$ cat config.mk
export PLATFORM = sky130hd
export DESIGN_NAME = base64_encoder
export DESIGN_NICKNAME = d
export VERILOG_FILES = /design/src/hw/rtl/b64e_pkg.sv /design/src/hw/rtl/b64e_front.sv /design/src/hw/rtl/b64e_queue.sv /design/src/hw/rtl/b64e_back.sv /design/src/hw/rtl/base64_encoder.sv
export SDC_FILE = /design/constraint.sdc
export NUM_CORES = 1
export LEC_CHECK = 0
export ABC_AREA = 1
export BUFFER_PORTS_ARGS = -buffer_cell sky130_fd_sc_hd__buf_2
export CAP_MARGIN = 20
export CORE_ASPECT_RATIO = 0.7
export CORE_MARGIN = 5
export CORE_UTILIZATION = 45
export CTS_CLUSTER_SIZE = 12
export DETAILED_ROUTE_END_ITERATION = 10
export PLACE_DENSITY_LB_ADDON = 0.1
export SYNTH_ARGS = -nofsm -noshare
export SYNTH_HDL_FRONTEND = slang
export SYNTH_SLANG_ARGS = --single-unit
$ cat constraint.sdc
create_clock -name clock -period 3.1 [get_ports clock]
set_clock_uncertainty 0.15 [all_clocks]
set_input_delay 0.155 -clock clock [delete_from_list [all_inputs] [get_ports clock]]
set_output_delay 0.155 -clock clock [all_outputs]
set_load 0.02 [all_outputs]
$ cat src/hw/rtl/b64e_pkg.sv
// Shared types, constants and the character mapping of the Base64 encoder.
// Used by every module of the block; depends on nothing else.
`timescale 1ns / 1ps

package b64e_pkg;

   localparam logic [7:0] PadChar   = 8'h3D;   // '='
   localparam int         QueueDepth = 4;
   localparam int         QueuePtrW  = $clog2(QueueDepth);
   localparam int         QueueCntW  = $clog2(QueueDepth + 1);
   localparam int         JobChars   = 4;

   typedef struct packed {
      logic [7:0] data_byte;
      logic       final_byte;
   } req_type;

   typedef struct packed {
      logic [7:0] out_char;
      logic       out_last;
   } rsp_type;

   // One byte's worth of output: up to four characters, last_idx is count minus one.
   typedef struct packed {
      logic [JobChars-1:0][7:0] chars;
      logic [1:0]               last_idx;
      logic                     ends_msg;
   } job_type;

   typedef struct packed {
      logic empty;
      logic full;
   } q_status_type;

   function automatic logic [7:0] sextet_char(input logic [5:0] v);
      logic [7:0] ch;
      if (v < 6'd26) begin
         ch = 8'h41 + {2'b00, v};
      end else if (v < 6'd52) begin
         ch = 8'h61 + {2'b00, v} - 8'd26;
      end else if (v < 6'd62) begin
         ch = 8'h30 + {2'b00, v} - 8'd52;
      end else if (v == 6'd62) begin
         ch = 8'h2B;
      end else begin
         ch = 8'h2F;
      end
      return ch;
   endfunction

endpackage

$ cat src/hw/rtl/b64e_front.sv
// Front end of the Base64 encoder: accepts bytes, tracks the group phase and
// leftover bits, and turns each byte into a job of characters. Uses b64e_pkg.
`timescale 1ns / 1ps

module b64e_front
   import b64e_pkg::*;
(
   input  logic         clock,
   input  logic         reset,
   input  logic         req_valid,
   output logic         req_stall,
   input  req_type      req_payload,
   input  q_status_type q_status,
   output logic         push,
   output job_type      push_job
);

   typedef enum logic [1:0] {
      PH0 = 2'd0,
      PH1 = 2'd1,
      PH2 = 2'd2
   } phase_type;

   phase_type  phase_ff, phase_in;
   logic [3:0] carry_ff, carry_in;
   logic       accept;
   logic [7:0] b;
   logic       fin;

   assign req_stall = q_status.full;
   assign accept    = req_valid && !q_status.full;
   assign push      = accept;
   assign b         = req_payload.data_byte;
   assign fin       = req_payload.final_byte;

   always_comb begin
      push_job          = '0;
      push_job.ends_msg = fin;
      phase_in          = PH0;
      carry_in          = 4'd0;
      unique case (phase_ff)
         PH1: begin
            push_job.chars[0] = sextet_char({carry_ff[1:0], b[7:4]});
            if (fin) begin
               push_job.chars[1] = sextet_char({b[3:0], 2'b00});
               push_job.chars[2] = PadChar;
               push_job.last_idx = 2'd2;
            end else begin
               phase_in = PH2;
               carry_in = b[3:0];
            end
         end
         PH2: begin
            push_job.chars[0] = sextet_char({carry_ff, b[7:6]});
            push_job.chars[1] = sextet_char(b[5:0]);
            push_job.last_idx = 2'd1;
         end
         default: begin
            // The unused phase code behaves as the start of a group.
            push_job.chars[0] = sextet_char(b[7:2]);
            if (fin) begin
               push_job.chars[1] = sextet_char({b[1:0], 4'b0000});
               push_job.chars[2] = PadChar;
               push_job.chars[3] = PadChar;
               push_job.last_idx = 2'd3;
            end else begin
               phase_in = PH1;
               carry_in = {2'b00, b[1:0]};
            end
         end
      endcase
   end

   always_ff @(posedge clock) begin
      if (reset) begin
         phase_ff <= PH0;
         carry_ff <= 4'd0;
      end else if (accept) begin
         phase_ff <= phase_in;
         carry_ff <= carry_in;
      end
   end

endmodule

$ cat src/hw/rtl/b64e_queue.sv
// Short job queue between the front and back ends of the Base64 encoder.
// Flip-flop storage, first in first out. Uses b64e_pkg.
`timescale 1ns / 1ps

module b64e_queue
   import b64e_pkg::*;
(
   input  logic         clock,
   input  logic         reset,
   input  logic         push,
   input  job_type      push_job,
   input  logic         pop,
   output job_type      head_job,
   output q_status_type q_status
);

   job_type                store_ff [QueueDepth];
   logic [QueuePtrW-1:0]   wr_ptr_ff, rd_ptr_ff;
   logic [QueueCntW-1:0]   count_ff;
   logic                   do_push, do_pop;

   assign q_status.empty = (count_ff == '0);
   assign q_status.full  = (count_ff == QueueCntW'(QueueDepth));
   assign do_push        = push && !q_status.full;
   assign do_pop         = pop && !q_status.empty;
   assign head_job       = store_ff[rd_ptr_ff];

   always_ff @(posedge clock) begin
      if (do_push) begin
         store_ff[wr_ptr_ff] <= push_job;
      end
   end

   always_ff @(posedge clock) begin
      if (reset) begin
         wr_ptr_ff <= '0;
         rd_ptr_ff <= '0;
         count_ff  <= '0;
      end else begin
         if (do_push) begin
            wr_ptr_ff <= wr_ptr_ff + 1'b1;
         end
         if (do_pop) begin
            rd_ptr_ff <= rd_ptr_ff + 1'b1;
         end
         if (do_push && !do_pop) begin
            count_ff <= count_ff + 1'b1;
         end else if (do_pop && !do_push) begin
            count_ff <= count_ff - 1'b1;
         end
      end
   end

endmodule

$ cat src/hw/rtl/b64e_back.sv
// Back end of the Base64 encoder: walks the characters of the head job and
// presents them one beat at a time from an output register. Uses b64e_pkg.
`timescale 1ns / 1ps

module b64e_back
   import b64e_pkg::*;
(
   input  logic         clock,
   input  logic         reset,
   input  job_type      head_job,
   input  q_status_type q_status,
   output logic         pop,
   output logic         rsp_valid,
   input  logic         rsp_stall,
   output rsp_type      rsp_payload
);

   logic [1:0] idx_ff, idx_in;
   logic       valid_ff;
   rsp_type    rsp_ff, rsp_in;
   logic       load;
   logic       at_end;

   assign load   = (!valid_ff || !rsp_stall) && !q_status.empty;
   assign at_end = (idx_ff == head_job.last_idx);
   assign pop    = load && at_end;
   assign idx_in = at_end ? 2'd0 : idx_ff + 2'd1;

   always_comb begin
      rsp_in.out_char = head_job.chars[idx_ff];
      rsp_in.out_last = head_job.ends_msg && at_end;
   end

   always_ff @(posedge clock) begin
      if (reset) begin
         valid_ff <= 1'b0;
         idx_ff   <= 2'd0;
      end else begin
         if (load) begin
            valid_ff <= 1'b1;
            idx_ff   <= idx_in;
         end else if (!rsp_stall) begin
            valid_ff <= 1'b0;
         end
      end
   end

   always_ff @(posedge clock) begin
      if (load) begin
         rsp_ff <= rsp_in;
      end
   end

   assign rsp_valid   = valid_ff;
   assign rsp_payload = rsp_ff;

endmodule

$ cat src/hw/rtl/base64_encoder.sv
// Streaming Base64 encoder: one message byte in per beat, one ASCII character out per beat.
// Each byte's characters pass first through the job queue and then through the output register.
// Throughput: bytes are taken every cycle while the four-entry job queue has room; characters
// leave at one per cycle while the receiver does not stall, so a long message settles at four
// characters per three bytes. Reset is synchronous, active high.
// Reset empties the queue and restarts the group phase. Depends on b64e_pkg and the b64e_ parts.
`timescale 1ns / 1ps

module base64_encoder
   import b64e_pkg::*;
(
   input  logic    clock,
   input  logic    reset,
   input  logic    req_valid,
   output logic    req_stall,
   input  req_type req_payload,
   output logic    rsp_valid,
   input  logic    rsp_stall,
   output rsp_type rsp_payload
);

   // The front end classifies each incoming beat by its position in the three-byte group
   // and builds the whole set of characters it produces, padding included.
   job_type      push_job, head_job;
   logic         push, pop;
   q_status_type q_status;

   b64e_front u_front (
      .clock       (clock),
      .reset       (reset),
      .req_valid   (req_valid),
      .req_stall   (req_stall),
      .req_payload (req_payload),
      .q_status    (q_status),
      .push        (push),
      .push_job    (push_job)
   );

   // The queue decouples the two sides, so the front keeps taking bytes while the back
   // end is stalled or busy emitting the up to four characters of an earlier byte.
   b64e_queue u_queue (
      .clock    (clock),
      .reset    (reset),
      .push     (push),
      .push_job (push_job),
      .pop      (pop),
      .head_job (head_job),
      .q_status (q_status)
   );

   // The back end walks the head job a character per beat through its output register.
   b64e_back u_back (
      .clock       (clock),
      .reset       (reset),
      .head_job    (head_job),
      .q_status    (q_status),
      .pop         (pop),
      .rsp_valid   (rsp_valid),
      .rsp_stall   (rsp_stall),
      .rsp_payload (rsp_payload)
   );

   // After reset nothing is offered on the result side.
   a_reset_quiet: assert property (@(posedge clock) reset |=> !rsp_valid)
      else $error("result offered straight after reset");

   // An accepted byte always leaves a job in the queue for the back end.
   a_accept_queued: assert property (@(posedge clock) disable iff (reset)
      (req_valid && !req_stall) |=> !q_status.empty)
      else $error("accepted byte did not reach the job queue");

   // With no job waiting and no character held, nothing can appear next cycle.
   a_no_invented: assert property (@(posedge clock) disable iff (reset)
      (q_status.empty && !rsp_valid) |=> !rsp_valid)
      else $error("result appeared without a job");

endmodule

# ---- Yosys cells after proc, flatten, opt, wreduce, memory -nomap -nowiden
# Memory sizes are Yosys's and may differ from the RTL's. A register that Yosys moved wholly into a read port is not among the register bits.
# Index checks and enable logic that the tools add are counted.
dict set report op_classes {
  addsub 35
  order_cmp 19
  n_eq_ne 9
  n_mux 46
  reduce_logical 18
}
# op count
set op_table {}
lappend op_table {{8-bit 2-to-1 mux} 19}
lappend op_table {{7-bit by 6-bit adder with 8-bit output, first input constant} 12}
lappend op_table {{6-bit less-than comparator, second input constant} 12}
lappend op_table {{8-bit by 5-bit subtractor with 8-bit output, second input constant} 6}
lappend op_table {{8-bit by 6-bit subtractor with 8-bit output, second input constant} 6}
lappend op_table {{6-bit by 6-bit adder with 7-bit output, first input constant} 6}
lappend op_table {{6-bit by 5-bit less-than comparator with 1-bit output, second input constant} 6}
lappend op_table {{18-bit case mux with 2 select lines} 1}
lappend op_table {{6-bit equality test, second input constant} 4}
lappend op_table {{22-bit 2-to-1 mux} 1}
lappend op_table {{3-bit 2-to-1 mux} 6}
lappend op_table {{8-bit binary-select mux with 2-bit select} 1}
lappend op_table {{8-bit case mux with 2 select lines} 1}
lappend op_table {{14-bit 2-to-1 mux} 1}
lappend op_table {{2-bit 2-to-1 mux} 7}
lappend op_table {{1-bit logical AND} 8}
lappend op_table {{4-bit case mux with 2 select lines} 1}
lappend op_table {{2-bit by 1-bit adder with 2-bit output, second input constant} 3}
lappend op_table {{1-bit zero test} 6}
lappend op_table {{6-bit 2-to-1 mux} 1}
lappend op_table {{1-bit 2-to-1 mux} 5}
lappend op_table {{4-bit 2-to-1 mux} 1}
lappend op_table {{2-bit case mux with 2 select lines} 1}
lappend op_table {{3-bit by 1-bit adder with 3-bit output, second input constant} 1}
lappend op_table {{11 further kinds} 11}
dict set report word_totals {
  reg_bits 25
  ramBits 132
  in_bits 13
  out_inout_bits 11
  elab_cells 137
  mem_count 1
}
# memory depth word_bits rd rd_clocked_by_memory_dff wr line
set mem_list {}
lappend mem_list {u_queue.store_ff 4 33 1 1 1 b64e_queue.sv:17} ;# job_type store_ff [QueueDepth];

# ---- Longest topological paths before layout
dict set report logic_depth {
  word_depth 8
  ltp_mapped 15
  ltp_nobuf 14
}

# ---- By module
# From an unflattened synthesis, not the netlist that was laid out.
dict set report unflattened {
  hier_cells 963
  hier_area_um2 8958.6
}
# module instances cells_each area_each_um2 seq_area_each_um2
set modules_own_cells {}
lappend modules_own_cells {b64e_queue 1 408 5667.9 4384.2}
lappend modules_own_cells {b64e_front 1 469 2577.5 120.1}
lappend modules_own_cells {b64e_back 1 86 713.2 330.3}

# ---- Worst setup path before layout
# Ideal clock, no wire load.
dict set report synth_timing {
  path_type {register to register}
  start {register u_queue.count_ff[0]}
  end {memory u_queue.store_ff[0][0] (netlist name) (enable)}
  setup_ns 0.397
  arrival_time_ns 1.768
  required_time_ns 2.553
  slack_ns 0.785
  stages_incl_launch_ff 6
  n_path_buf 1
  period_less_slack_ns 2.315
  cell_sequence {dfxtp_1 -> inv_1 -> nand3_1 -> nand2_1 -> clkbuf_1 -> nor2_1}
}
dict set report synth_between {
  elab_chain_len 6
}
# element line
set synth_lines {}
lappend synth_lines {{from (decl)} b64e_queue.sv:19} ;# logic [QueueCntW-1:0] count_ff;
lappend synth_lines {{from (signal assigned)} b64e_queue.sv:47} ;# count_ff <= count_ff + 1'b1;
lappend synth_lines {{from (signal assigned)} b64e_queue.sv:49} ;# count_ff <= count_ff - 1'b1;
lappend synth_lines {{3-bit equality test (*)} b64e_queue.sv:23} ;# assign q_status.full = (count_ff == QueueCntW'(QueueDepth));
lappend synth_lines {{1-bit zero test (*)} {b64e_front.sv:31, b64e_queue.sv:24}}
lappend synth_lines {{1-bit logical AND} b64e_front.sv:31} ;# assign accept = req_valid && !q_status.full;
lappend synth_lines {{1-bit logical AND (*)} b64e_queue.sv:24} ;# assign do_push = push && !q_status.full;
lappend synth_lines {{1-bit 2-to-1 mux (*)} b64e_queue.sv:29} ;# if (do_push) begin
lappend synth_lines {{1-bit 2-to-1 mux (implied by the code) (*)} b64e_queue.sv:30} ;# store_ff[wr_ptr_ff] <= push_job;
lappend synth_lines {{to (decl)} b64e_queue.sv:17}
# Every way passes the cells marked *; elsewhere a longest branch is shown, timed or not.

==> out/qor.txt <==
status -> complete, no violations
flops & latches, synth -> 107
WP depth -> 10
post-synthesis compound-gate area fraction -> 14.55%
post-synthesis mux area share -> 0%
Syn Area/Cell -> 8.232 µm²
clock root buffer -> clkbuf_16
setup repair after global routing missed its margin -> no
fin worst setup slack -> 0.3889 ns
PD cells -> 670.8 nW/µm²
Final Hold Viols -> 0
worst slew pin tran -> 0.5686 ns
design area -> 7193 µm²
worst path required time -> 3.02 ns
number of max-cap violations -> 0
Placed Cells -> 997
Comb pwr share -> 36.5%
dpl ws -> 0.4682 ns
most frequent cells in the layout -> nand2_1, edfxtp_1, nor2_1
global route total overflow -> 0
PortBufs -> 23
H-Tree Depth -> 3
Most used DFF post-synth -> edfxtp_1
synthesized area -> 6536 µm²
Post-DRT Antenna Nets -> 0
Critical Path AT -> 2.63 ns
largest family of logic cells by synthesized area -> simple AND/OR/NAND/NOR gates
Clock Sink Count -> 107
ratio of cells with drive above 1 in the final layout -> 10.04%
initial core utilization -> 46.36%
post-synthesis simple-gate area fraction -> 23.07%
Seq pwr share -> 41.7%
vias in the first global route -> 5127
Leak -> 2.977 nW
commonest non-fill, non-tap cell in the layout -> nand2_1
most frequent CP cell -> nand2_1
f_max -> 368.9 MHz
CTS tree -> done
Worst slew margin -> 61.69%
cell count after synthesis -> 794
Die ar. -> 17070 µm²
Via Count -> 5698
CP endpoint -> u_queue.store_ff[2][9]
fin crit period -> 2.711 ns
R2R Path End -> u_queue.store_ff[2][9]
nets@finish -> 870
kind of end point of the critical path -> register
sequential area share after synthesis -> 46.40%
Sw Ratio -> 38.43%
first-pass GRT wire length -> 29.48 mm
FF-to-FF setup slack -> 0.39 ns
Pint -> 2.971 mW
Worst Path Max Fanout -> 8
drt initial violations -> 648
final wirelength -> 19.08 mm
Die X -> 154.1 µm
post-synth net total -> 842
setup TNS -> 0 ns
clk_lat worst skew -> 0.34 ns
Reg clk slew, reported paths -> 0.07 ns
Hold WC Path Type -> primary input to register
num ports -> 24
largest net degree at the start of global routing -> 35
drt wl/cell -> 18.76 µm
reg2reg start -> u_front.carry_ff[1]
setup bufs post-CTS -> 0
antenna violations before repair -> 0
Critical Path Source -> u_front.carry_ff[1]
Synth Area in Adders -> 6.815%
Clock Path Buffers -> 2
Max rail drop VDD -> 0.4068 mV
Yosys warnings -> 0
TritonCTS buffer count -> 9
Final Power -> 4.825 mW
DP Area -> 6877 µm²
Final setup viols -> 0
worst path cell trace -> clkinv_1, ha_1, inv_1, nand2_1, inv_1, nand2_1, o21ai_0, o21ai_0, nand2_1, nand2_1
Antenna Cells -> 0
max incr delay on CP -> 0.35 ns
CP startpoint kind -> register
core area -> 14100 µm²
DP Wirelength -> 13.86 mm
ys async rst share -> 0%
number of synthesized flops with an enable pin -> 89
post-synthesis cell type count -> 33
GPL Wtd Cong -> 0.9889
Reg2Reg Depth -> 10
CP top delay family -> buffers and inverters
switching power -> 1.854 mW
Critical-path top delay cell -> o21ai_0
worst path buffer plus inverter count -> 3
Clk pwr share -> 21.9%
Pre-antenna DRT Iters -> 5
post-synthesis xor/xnor area fraction -> 1.474%
Synth-to-Final Area Change -> 10.05%
Via-to-Cell Ratio -> 5.603
final slew viol count -> 0
critical path type -> register to register
Die H -> 110.8 µm
drt drc -> 0
overall routing resource usage -> 22.18%
Tcrit/Tclk final -> 87.46%
row count -> 36
fin cells -> 1017
==> synthesized netlist by cell type, types with 6 or more instances <==
cell type	n	area share, %
o221ai_1	8	1.1
nand4_1	9	0.86
o22ai_1	7	0.67
nand2_1	188	11
nand3_1	64	4.9
edfxtp_1	89	41
buf_2	18	1.4
nor2_1	85	4.9
xor2_1	7	0.94
clkbuf_1	6	0.34
a21oi_1	41	3.1
dfxtp_1	18	5.5
o21ai_0	78	6.0
ha_1	34	6.5
o211ai_1	18	2.1
inv_1	73	4.2
==> worst reg2reg max path: stages, from the launching register on <==
cell and delay [ns]:
dfxtp_1 0.34, clkinv_1 0.24, ha_1 0.32, inv_1 0.11, nand2_1 0.17, inv_1 0.26, nand2_1 0.14, o21ai_0 0.35
o21ai_0 0.18, nand2_1 0.09, nand2_1 0.11
==> power groups by stage <==
stage	logic (mW)	clock network, mW	registers (mW)
floorplan	1.14	0	2.10
global placement	1.72	0	2.04
detailed placement	1.74	0	2.04
CTS	1.75	1.07	2.01
global route	1.96	1.14	2.03
finish	1.76	1.06	2.01
==> final cells by class <==
class	count	area (µm²)
fill	1348	6905
sequential	107	3033
tap	190	237.7
multi-input combinational	572	3010
clock inverter	7	51.30
inverter	82	307.8
timing repair buffer	50	327.8
clock buffer	9	225.2
==> cell families (layout without fill, tap and decap cells) <==
| kind of cell | Yosys count | in the layout |
|---|---|---|
| compound gates | 167 | 167 |
| xor+xnor | 11 | 11 |
| fa+ha+maj | 35 | 35 |
| buf+inv | 115 | 148 |
| flops | 107 | 107 |
| simple gates | 359 | 359 |
==> worst min path at each step <==
| stage | start | to | slack (ns) | depth (start not counted) |
|---|---|---|---|---|
| after floorplan | req_payload[0] | u_queue.store_ff[0][0] | 0.10 | 0 |
| after global placement | req_payload[3] | u_front.carry_ff[2] | 0.31 | 3 |
| after detailed placement | req_payload[3] | u_front.carry_ff[2] | 0.32 | 3 |
| after CTS | rsp_stall | u_back.rsp_valid | 0.03 | 5 |
| after global routing | rsp_stall | u_back.rsp_valid | 0.05 | 5 |
| final | rsp_stall | u_back.rsp_valid | 0.04 | 5 |
==> state kept, by name (all words and copies together) (netlist names), named ones only <==
name,cells
u_front.carry_ff,4
u_queue.count_ff,3
u_queue.rd_ptr_ff,2
u_back.rsp_valid,1
u_front.phase_ff,2
u_back.idx_ff,2
u_queue.wr_ptr_ff,2
u_back.rsp_payload,9
u_queue.store_ff,80
==> metrics by stage <==
stage | utilization (%) | hold slack, ns
after floorplan | - | 0.1039
after global placement | 48.78 | 0.3103
after detailed placement | 48.78 | 0.3156
after CTS | 51.02 | 0.02890
after global routing | 51.02 | 0.05218
final | 51.02 | 0.03815
==> what timing repair did <==
| item | 4_1_cts | 5_1_grt |
|---|---|---|
| gates resized for setup | 0 | 0 |
| hold buffers | 4 | 0 |
| endpoints found under the hold margin | 12 | 0 |
==> layer usage <==
layer / GRT usage [%] / wire length [µm]
met3: 5.853 / 1915
met2: 28.75 / 7300
met4: 4.176 / 159
met5: 0 / 0
met1: 36.36 / 9701
(Power assumes the default switching activity.)
